## src/rtl/sfp_pkg.sv

```systemverilog
package sfp_pkg;

    typedef enum logic [2:0] {
        PH_WAIT    = 3'd0,
        PH_FUNC_HI = 3'd1,
        PH_FUNC_LO = 3'd2,
        PH_LEN_HI  = 3'd3,
        PH_LEN_LO  = 3'd4,
        PH_PAYLOAD = 3'd5,
        PH_CHECK   = 3'd6
    } phase_t;

    typedef enum logic [1:0] {
        KIND_DATA    = 2'd0,
        KIND_GOOD    = 2'd1,
        KIND_BAD     = 2'd2,
        KIND_TIMEOUT = 2'd3
    } kind_t;

    localparam logic MODE_BYTE = 1'b0;
    localparam logic MODE_TICK = 1'b1;

    localparam logic REG_HEADER_VALUE  = 1'b0;
    localparam logic REG_TIMEOUT_TICKS = 1'b1;

    localparam logic [7:0]  HEADER_RESET  = 8'h4A;
    localparam logic [15:0] TIMEOUT_RESET = 16'd300;
    localparam logic [15:0] IDLE_MAX      = 16'hFFFF;

endpackage

```

## src/rtl/serial_frame_parser.sv

```systemverilog
// output: each result is registered and presented in the cycle after the beat that causes it is accepted
// throughput: one beat per cycle; the frame state updates in the accepting cycle
// and the result sits in an output register, so input is stalled only while
// that register is full and its own beat is stalled
// reset: rst_n asynchronous active low; waits for a header, header 0x4A, timeout 300 ticks
module serial_frame_parser (
    input  logic                clk,
    input  logic                rst_n,
    input  logic                cfg_we,
    input  logic                cfg_index,
    input  logic [15:0]         cfg_data,
    input  logic                in_valid,
    output logic                in_stall,
    input  logic                mode,
    input  logic [7:0]          data_byte,
    output logic                out_valid,
    input  logic                out_stall,
    output sfp_pkg::kind_t      kind,
    output logic [7:0]          payload_byte,
    output logic [15:0]         byte_index,
    output logic [15:0]         function_code,
    output logic [15:0]         frame_length
);
    import sfp_pkg::*;

    logic [7:0]  header_value_reg;
    logic [15:0] timeout_ticks_reg;

    phase_t      phase_reg, phase_next;
    logic [15:0] function_reg, function_next;
    logic [15:0] length_reg, length_next;
    logic [15:0] count_reg, count_next;
    logic [7:0]  xor_reg, xor_next;
    logic [15:0] idle_reg, idle_next;

    logic        out_valid_reg;
    kind_t       kind_reg;
    logic [7:0]  payload_byte_reg;
    logic [15:0] byte_index_reg;
    logic [15:0] function_code_reg;
    logic [15:0] frame_length_reg;

    logic        accept;
    logic        is_tick;
    logic [15:0] idle_inc;
    logic        timed_out;
    logic [15:0] count_inc;
    logic [15:0] length_full;
    logic        res_valid;
    kind_t       res_kind;
    logic [7:0]  res_byte;
    logic [15:0] res_index;

    assign in_stall  = out_valid_reg && out_stall;
    assign accept    = in_valid && !in_stall;
    assign is_tick   = (mode == MODE_TICK);
    assign idle_inc  = (idle_reg == IDLE_MAX) ? idle_reg : idle_reg + 16'd1;
    assign timed_out = (phase_reg != PH_WAIT) && (idle_inc > timeout_ticks_reg);
    assign count_inc = count_reg + 16'd1;
    // length as it stands once the low byte is in
    assign length_full = {length_reg[15:8], data_byte};

    // next phase
    always_comb
    begin
        phase_next = phase_reg;
        if (is_tick)
        begin
            if (timed_out)
            begin
                phase_next = PH_WAIT;
            end
        end
        else
        begin
            unique case (phase_reg)
                PH_WAIT:
                begin
                    if (data_byte == header_value_reg)
                    begin
                        phase_next = PH_FUNC_HI;
                    end
                end
                PH_FUNC_HI: phase_next = PH_FUNC_LO;
                PH_FUNC_LO: phase_next = PH_LEN_HI;
                PH_LEN_HI:  phase_next = PH_LEN_LO;
                PH_LEN_LO:  phase_next = (length_full == 16'd0) ? PH_CHECK : PH_PAYLOAD;
                PH_PAYLOAD:
                begin
                    if (count_inc >= length_reg)
                    begin
                        phase_next = PH_CHECK;
                    end
                end
                PH_CHECK:   phase_next = PH_WAIT;
                default:    phase_next = PH_WAIT;
            endcase
        end
    end

    // frame fields and result
    always_comb
    begin
        function_next = function_reg;
        length_next   = length_reg;
        count_next    = count_reg;
        xor_next      = xor_reg;
        idle_next     = idle_reg;
        res_valid     = 1'b0;
        res_kind      = KIND_DATA;
        res_byte      = 8'd0;
        res_index     = 16'd0;
        if (is_tick)
        begin
            idle_next = idle_inc;
            if (timed_out)
            begin
                res_valid = 1'b1;
                res_kind  = KIND_TIMEOUT;
            end
        end
        else
        begin
            idle_next = 16'd0;
            unique case (phase_reg)
                PH_WAIT:
                begin
                    if (data_byte == header_value_reg)
                    begin
                        function_next = 16'd0;
                        length_next   = 16'd0;
                        count_next    = 16'd0;
                        xor_next      = data_byte;
                    end
                end
                PH_FUNC_HI:
                begin
                    function_next = {data_byte, 8'd0};
                    xor_next      = xor_reg ^ data_byte;
                end
                PH_FUNC_LO:
                begin
                    function_next = {function_reg[15:8], data_byte};
                    xor_next      = xor_reg ^ data_byte;
                end
                PH_LEN_HI:
                begin
                    length_next = {data_byte, 8'd0};
                    xor_next    = xor_reg ^ data_byte;
                end
                PH_LEN_LO:
                begin
                    length_next = length_full;
                    xor_next    = xor_reg ^ data_byte;
                end
                PH_PAYLOAD:
                begin
                    res_valid  = 1'b1;
                    res_kind   = KIND_DATA;
                    res_byte   = data_byte;
                    res_index  = count_reg;
                    xor_next   = xor_reg ^ data_byte;
                    count_next = count_inc;
                end
                PH_CHECK:
                begin
                    res_valid = 1'b1;
                    res_kind  = (xor_reg == data_byte) ? KIND_GOOD : KIND_BAD;
                end
                default:
                begin
                end
            endcase
        end
    end

    always_ff @(posedge clk or negedge rst_n)
    begin
        if (!rst_n)
        begin
            header_value_reg  <= HEADER_RESET;
            timeout_ticks_reg <= TIMEOUT_RESET;
        end
        else if (cfg_we)
        begin
            unique case (cfg_index)
                REG_HEADER_VALUE:  header_value_reg  <= cfg_data[7:0];
                REG_TIMEOUT_TICKS: timeout_ticks_reg <= cfg_data;
                default:
                begin
                end
            endcase
        end
    end

    always_ff @(posedge clk or negedge rst_n)
    begin
        if (!rst_n)
        begin
            phase_reg    <= PH_WAIT;
            function_reg <= 16'd0;
            length_reg   <= 16'd0;
            count_reg    <= 16'd0;
            xor_reg      <= 8'd0;
            idle_reg     <= 16'd0;
        end
        else if (accept)
        begin
            phase_reg    <= phase_next;
            function_reg <= function_next;
            length_reg   <= length_next;
            count_reg    <= count_next;
            xor_reg      <= xor_next;
            idle_reg     <= idle_next;
        end
    end

    always_ff @(posedge clk or negedge rst_n)
    begin
        if (!rst_n)
        begin
            out_valid_reg <= 1'b0;
        end
        else if (accept)
        begin
            out_valid_reg <= res_valid;
        end
        else if (!out_stall)
        begin
            out_valid_reg <= 1'b0;
        end
    end

    // result payload, reported with the code and length held before this beat
    always_ff @(posedge clk)
    begin
        if (accept && res_valid)
        begin
            kind_reg          <= res_kind;
            payload_byte_reg  <= res_byte;
            byte_index_reg    <= res_index;
            function_code_reg <= function_reg;
            frame_length_reg  <= length_reg;
        end
    end

    assign out_valid     = out_valid_reg;
    assign kind          = kind_reg;
    assign payload_byte  = payload_byte_reg;
    assign byte_index    = byte_index_reg;
    assign function_code = function_code_reg;
    assign frame_length  = frame_length_reg;

endmodule

```

## config.mk

```make
export PLATFORM = sky130hd
export DESIGN_NAME = serial_frame_parser
export DESIGN_NICKNAME = d
export VERILOG_FILES = /design/src/rtl/sfp_pkg.sv /design/src/rtl/serial_frame_parser.sv
export SDC_FILE = /design/constraint.sdc
export NUM_CORES = 1
export LEC_CHECK = 0
export ABC_AREA = 1
export BUFFER_PORTS_ARGS = -buffer_cell sky130_fd_sc_hd__buf_2
export CORE_ASPECT_RATIO = 1.4
export CORE_MARGIN = 10
export CORE_UTILIZATION = 60
export DETAILED_ROUTE_END_ITERATION = 7
export GPL_TIMING_DRIVEN = 1
export PLACE_DENSITY = 0.88
export SETUP_SLACK_MARGIN = 0.3
export SLEW_MARGIN = 10
export SYNTH_ARGS = -nofsm -noshare
export SYNTH_HDL_FRONTEND = slang
export SYNTH_SLANG_ARGS = --single-unit
```

## constraint.sdc

```tcl
create_clock -name clk -period 6.1 [get_ports clk]
set_input_delay 0.61 -clock clk [delete_from_list [all_inputs] [get_ports clk]]
set_output_delay 0.61 -clock clk [all_outputs]
set_load 0.01 [all_outputs]
```

==> run_results.csv, run 1 <==
group,metric,value,unit
timing,fmax,230,MHz
route,dr_wl_met3,1180,um
worst_setup_path,cpPeakStageDelay,0.57,ns
pwr,power.density,363,nW/um2
worst_setup_path,worstPathMaxFanout,32,
placed_design,portBuffers,90,
timing,setup_tns,0,ns
route,top_layer_used,"met4",
yosys,synthArstFlopShare,63.3,%
clock_tree,clk_pin_slew,0.06,ns
route,drt_iter0_markers,376,
yosys,ys_top_cells_by_area,"dfrtp_1, edfxtp_1, nand2_1",
outcome,status,"completed",
worst_setup_path,arrival,4.44,ns
yosys,synth.most_common_cell,"nand2_1",
route,post_drt_via_cell_ratio,5.60,
yosys,yosys.cell_types.count,42,
route,wl,18900,um
run,cap_violations,0,
worst_setup_path,crit_top_cell,"nand2_1",
pwr,leakagePower,0.00430,uW
global_routing,grt_pass1_vias,6211,
clock_tree,cts_buffers,17,
yosys,synth_warnings,0,
timing,setup_slack,1.75,ns
yosys,synth_edf_count,58,
worst_setup_path,cp.required,6.20,ns
route,met1_length,6970,um
worst_setup_path,startpoint_type,"flop",
pwr,totalPowerFinal,3250,uW
clock_tree,postCtsSetupBuffers,0,
route,routedWlPerCell,17.0,um
yosys,syn_area,7930,um2
route,met2_length,10000,um
route,vias,6232,
timing,setup_violations,0,
floorplan,initial_core_util,61.6,%
clock_tree,hold_buffers,0,
route,post-route-drc-count,0,
clock_tree,clk_latency,0.43,ns
pwr,ir_drop,0.216,mV
final_layout,drive_gt1_share,17.1,%
route,firstDrtPassIters,6,
timing,tightest_slew,1.14,ns
clock_tree,clockBufferDepth,2,
yosys,synth_area_per_cell,9.25,um2
clock_tree,cts_tree,"done",
floorplan,die_area,18300,um2
placed_design,place_inst,1079,
global_routing,antenna_found_initial,1,
worst_setup_path,critPathTopFamily,"simple AND/OR/NAND/NOR gates",
timing,rsz0062_at_grt,"false",
clock_tree,cts_root_buffer,"clkbuf_16",
timing,fin_skew,0.0117,ns
yosys,yosysTopAreaCell,"dfrtp_1",
floorplan,die_h,156,um
worst_setup_path,critPathBufInv,4,
timing,relSlewSlack,24.1,%
global_routing,grt_pass1_wl,30300,um
final_layout,area_growth,13.1,%
timing,drv_slew,0,
final_layout,fill_cells,963,
yosys,synth_common_cells,"nand2_1, inv_1, dfrtp_1",
yosys,synthCells,857,
yosys,synth_top_cell_area_share,29.4,%
placed_design,dp_hpwl,13700,um
clock_tree,cts_sinks,158,
yosys,ys_seq_elements,158,
clock_tree,htree_levels,4,
global_routing,grt_max_degree,53,
route,ant_nets,0,
timing,min_period_over_period,71.3,%
floorplan,die_w,117,um
worst_setup_path,cp-end-kind,"flop",
global_routing,track_usage,21.3,%
worst_hold_path,hp-class,"primary input to async pin",
worst_setup_path,worstSetupPathType,"flop to flop",
timing,hold_viol,0,
final_layout,postLayoutCellArea,8970,um2
floorplan,core-area,12900,um2
placed_design,dpl_worst_slack,1.81,ns
final_layout,fin_nets,1010,
timing,finalCriticalPeriod,4.35,ns
clock_tree,cts_resized,0,
global_routing,grt_overflow,0,
yosys,ys_seq_area_share,53.6,%
floorplan,std_cell_rows,49,
placed_design,gp_congestion,0.917,
yosys,synth_nets,922,
final_layout,instances_no_fill,1112,
floorplan,pin_count,91,
worst_setup_path,slowest_stage,"inv_2",
yosys,synth_flop_cell,"dfrtp_1",
worst_setup_path,worstPathCellList,"ha_1 -> nand2_1 -> nor3_2 -> nand3_1 -> nor2_1 -> nand3_1 -> o21ai_0 -> inv_1 -> ha_1 -> nand2_1 -> nor2_1 -> nand2_1 -> inv_1 -> nand2_1 -> nand2_1 -> nand2_1 -> nor2_1 -> o21ai_0 -> inv_2 -> buf_4",
placed_design,place_area,8430,um2
[cells by family (layout without fill, tap and decap cells)]
family / Yosys count / after routing / share of synthesized area (%)
AND/OR/NAND/NOR: 358 / 358 / 19.8
buffers and inverters: 139 / 240 / 7.43
adder cells (fa/ha/maj): 34 / 34 / 5.37
XOR/XNOR: 36 / 36 / 3.98
other: 0 / 1 / 0
AO/OA/AOI/OAI: 132 / 132 / 9.74
flip-flops: 158 / 158 / 53.6
[layout by cell type (no fill, tap or decap), drive strengths merged]
cell type and count:
a21o 2, a21oi 23, a22o 2, buf 92, clkbuf 22, clkinv 5
clkinvlp 6, dfrtp 93, dfstp 7, diode 1, edfxtp 58, ha 34
inv 115, nand2 199, nand3 48, nand4 9, nor2 76, nor3 16
nor4 6, o21a 8, o21ai 82, o21bai 1, o22ai 6, o31ai 8
or2 4, xnor2 3, xor2 33
[routing by layer]
| layer | vias up | global-route usage [%] |
|---|---|---|
| li1 | 2987 | - |
| met1 | 2941 | 23.0 |
| met2 | 246 | 38.0 |
| met3 | 58 | 4.62 |
| met4 | 0 | 10.1 |
| met5 | - | 0 |
[cell type report]
| class | instances | area, um2 | share of cell area, % |
|---|---|---|---|
| flip-flops and latches | 158 | 4250 | 47.4 |
| multi-input cells | 560 | 3090 | 34.4 |
| repair buffers | 92 | 468 | 5.22 |
| clock buffers | 22 | 464 | 5.18 |
| inverters | 116 | 435 | 4.86 |
| well taps | 153 | 191 | 2.13 |
| clock inverters | 10 | 67.6 | 0.753 |
| diodes | 1 | 2.50 | 0.0279 |
[worst reg2reg max path, delay by kind of cell, from the launching register on]
family,cells,cell delay (ns)
AO/OA/AOI/OAI,2,0.36
adder cells (fa/ha/maj),2,0.57
buffers and inverters,4,1.18
flip-flops,1,0.47
AND/OR/NAND/NOR,12,1.44
[through the flow]
stage               hold slack (ns)  utilization [%]
floorplan                     0.314                -
global placement              0.424             65.5
detailed placement            0.434             65.5
CTS                           0.222             69.6
global route                  0.239             69.6
finish                        0.192             69.7
[where the power goes]
group	leakage, uW	switching, uW	internal [uW]
Combinational	0.00219	590	307
Clock	0.000242	415	539
Sequential	0.00186	129	1270
[final timing paths]
kind | from | end | cells past startpoint | slack, ns
setup / recovery | idle_reg[0] | frame_length[10] | 20 | 1.75
hold / removal | rst_n | function_reg[15] | 1 | 0.19
setup reg to reg | idle_reg[0] | frame_length[10] | 20 | 1.75
hold reg to reg | function_reg[0] | function_code[0] | 0 | 0.45
max in group asynchronous | rst_n | idle_reg[5] | 2 | 4.80
min in group clk | cfg_data[6] | header_value_reg[6] | 3 | 0.42
Power figures use the tool's default switching activity.
==> run 2: changes to the inputs <==
--- a/config.mk
+++ b/config.mk
@@ -9,10 +9,10 @@
 export BUFFER_PORTS_ARGS = -buffer_cell sky130_fd_sc_hd__buf_2
 export CORE_ASPECT_RATIO = 1.4
 export CORE_MARGIN = 10
-export CORE_UTILIZATION = 60
+export CORE_UTILIZATION = 59
 export DETAILED_ROUTE_END_ITERATION = 7
 export GPL_TIMING_DRIVEN = 1
-export PLACE_DENSITY = 0.88
+export PLACE_DENSITY = 0.86
 export SETUP_SLACK_MARGIN = 0.3
 export SLEW_MARGIN = 10
 export SYNTH_ARGS = -nofsm -noshare
==> constraint.sdc (replaced) <==
create_clock -name clk -period 4.3 [get_ports clk]
set_input_delay 0.43 -clock clk [delete_from_list [all_inputs] [get_ports clk]]
set_output_delay 0.43 -clock clk [all_outputs]
set_load 0.01 [all_outputs]
==> run 2 against run 1 <==
  * Cell area up 1.2%
  * Sequential power up 41%
  * First-iteration DRC count up 10%
  * Flip-flop and latch count unchanged
  * Hold slack worse by 0.024 ns
  * Combinational power up 42%
  * Setup slack worse by 1.0 ns
==> run_results.csv, run 2 (synthesis results as in run 1) <==
group,metric,value,unit
clock_tree,hold_buffers,0,
run,cap_violations,0,
clock_tree,cts_root_buffer,"clkbuf_16",
clock_tree,cts_tree,"done",
global_routing,grt_overflow,0,
timing,fin_skew,0.0117,ns
route,ant_nets,0,
final_layout,final_core_util,68.5,%
worst_setup_path,cpPeakStageDelay,0.45,ns
worst_hold_path,hp-class,"primary input to async pin",
timing,hold_viol,0,
floorplan,initial_core_util,59.8,%
timing,fmax,278,MHz
worst_setup_path,arrival,3.70,ns
worst_setup_path,worstSetupPathType,"flop to flop",
clock_tree,cts_sinks,158,
final_layout,layout_common_cells,"nand2_1, inv_1, dfrtp_1",
global_routing,grt_max_degree,79,
timing,rsz0062_at_grt,"false",
timing,relSlewSlack,33.8,%
worst_setup_path,critPathTopFamily,"simple AND/OR/NAND/NOR gates",
outcome,status,"completed",
final_layout,area_growth,14.5,%
clock_tree,clk_latency,0.43,ns
final_layout,fin_nets,1011,
timing,setup_tns,0,ns
clock_tree,clk_pin_slew,0.06,ns
route,post_drt_via_cell_ratio,5.48,
global_routing,track_usage,20.6,%
floorplan,die_h,157,um
timing,drv_slew,0,
worst_setup_path,worstPathMaxFanout,58,
worst_setup_path,startpoint_type,"flop",
floorplan,core-area,13300,um2
timing,whs,0.168,ns
worst_setup_path,crit_top_cell,"nand2_1",
worst_setup_path,slowest_stage,"dfrtp_1",
clock_tree,htree_levels,4,
route,firstDrtPassIters,5,
timing,tightest_slew,0.994,ns
pwr,power.density,519,nW/um2
timing,finalCriticalPeriod,3.59,ns
route,routedWlPerCell,16.5,um
floorplan,die_area,18500,um2
placed_design,dp_hpwl,13300,um
global_routing,grt_pass1_wl,30800,um
route,drt_iter0_markers,415,
worst_setup_path,critPathBufInv,4,
route,post-route-drc-count,0,
timing,min_period_over_period,83.5,%
final_layout,drive_gt1_share,17.5,%
pwr,leakagePower,0.00435,uW
floorplan,std_cell_rows,50,
placed_design,gp_congestion,0.974,
worst_setup_path,cp-end-kind,"flop",
final_layout,postLayoutCellArea,9080,um2
worst_setup_path,cp.required,4.40,ns
floorplan,pin_count,91,
floorplan,die_w,118,um
clock_tree,cts_buffers,17,
final_layout,final_common_cell,"nand2_1",
placed_design,place_area,8490,um2
global_routing,grt_pass1_vias,6412,
pwr,ir_drop,0.272,mV
route,wl,18800,um
clock_tree,clockBufferDepth,2,
route,vias,6249,
placed_design,portBuffers,90,
worst_setup_path,worstPathCellList,"ha_1 -> nand2_1 -> nor3_4 -> nand3_1 -> nor2_1 -> nand3_1 -> o21ai_0 -> inv_1 -> ha_1 -> nand2_1 -> nor2_1 -> nand2_1 -> inv_1 -> nand2_1 -> nand2_1 -> nand2_1 -> nor2_1 -> o21ai_2 -> clkinvlp_4 -> buf_12",
timing,setup_violations,0,
final_layout,antenna_cells,0,
global_routing,antenna_found_initial,1,
==> run 2: cell count changes in the layout (fill, tap and decap cells not counted), moves of 2 or more <==
cell and delta:
clkinv_4 +6, clkinvlp_4 -3, clkbuf_8 -2, clkbuf_1 -2, bufinv_16 +2
==> run 2: per-layer routing <==
layer  vias to the layer above  track usage [%]  wire length, um
li1                       2986                -                -
met2                       238             37.5             9770
met3                        66             5.52             1140
met1                      2957             21.0             7020
met5                         -                0               12
met4                         2             11.6              836
==> run 2: area by class of cell <==
cell class                      count  area, um2
Sequential cell                   158       4250
Fill cell                        1004       4180
Clock inverter                     14        146
Tap cell                          182        228
Inverter                          116        439
Multi-Input combinational cell    560       3100
Clock buffer                       18        429
Timing Repair Buffer               93        488
==> run 2: worst register-to-register path: stages (launching register included) <==
cell and delay [ns]:
dfrtp_1 0.45, ha_1 0.27, nand2_1 0.12, nor3_4 0.26, nand3_1 0.13, nor2_1 0.16, nand3_1 0.09, o21ai_0 0.25
inv_1 0.10, ha_1 0.28, nand2_1 0.06, nor2_1 0.13, nand2_1 0.08, inv_1 0.05, nand2_1 0.04, nand2_1 0.07
nand2_1 0.08, nor2_1 0.12, o21ai_2 0.09, clkinvlp_4 0.12, buf_12 0.27
==> run 2: stage by stage <==
| step | power, uW | std cells | setup slack (ns) |
|---|---|---|---|
| finish | 4710 | 1141 | 0.708 |
| global route | 4990 | 1141 | 0.334 |
| floorplan | 2940 | 857 | 0.375 |
| global placement | 3180 | 1109 | 0.832 |
| CTS | 4710 | 1141 | 0.661 |
| detailed placement | 3240 | 1109 | 0.675 |
==> run 2: power breakdown <==
part	switching [uW]	total, uW	leakage, uW	internal [uW]
clock	605	1460	0.000277	852
combinational	838	1270	0.00221	435
sequential	173	1980	0.00186	1810
==> run 2: repair_timing <==
| action | CTS | global route |
|---|---|---|
| resized for setup | 0 | 2 |
| endpoints found under the setup margin | 0 | 58 |
| buffers inserted | 0 | 0 |
==> run 2: worst paths after layout <==
check / start / to / slack [ns] / depth (start not counted)
min in group clk: cfg_data[10] / timeout_ticks_reg[10] / 0.24 / 3
min reg2reg: function_reg[12] / function_code[12] / 0.45 / 0
max reg2reg: idle_reg[0] / function_code[10] / 0.71 / 20
max: idle_reg[0] / function_code[10] / 0.71 / 20
max in group asynchronous: rst_n / timeout_ticks_reg[8] / 3.21 / 2
min: rst_n / function_reg[8] / 0.17 / 1
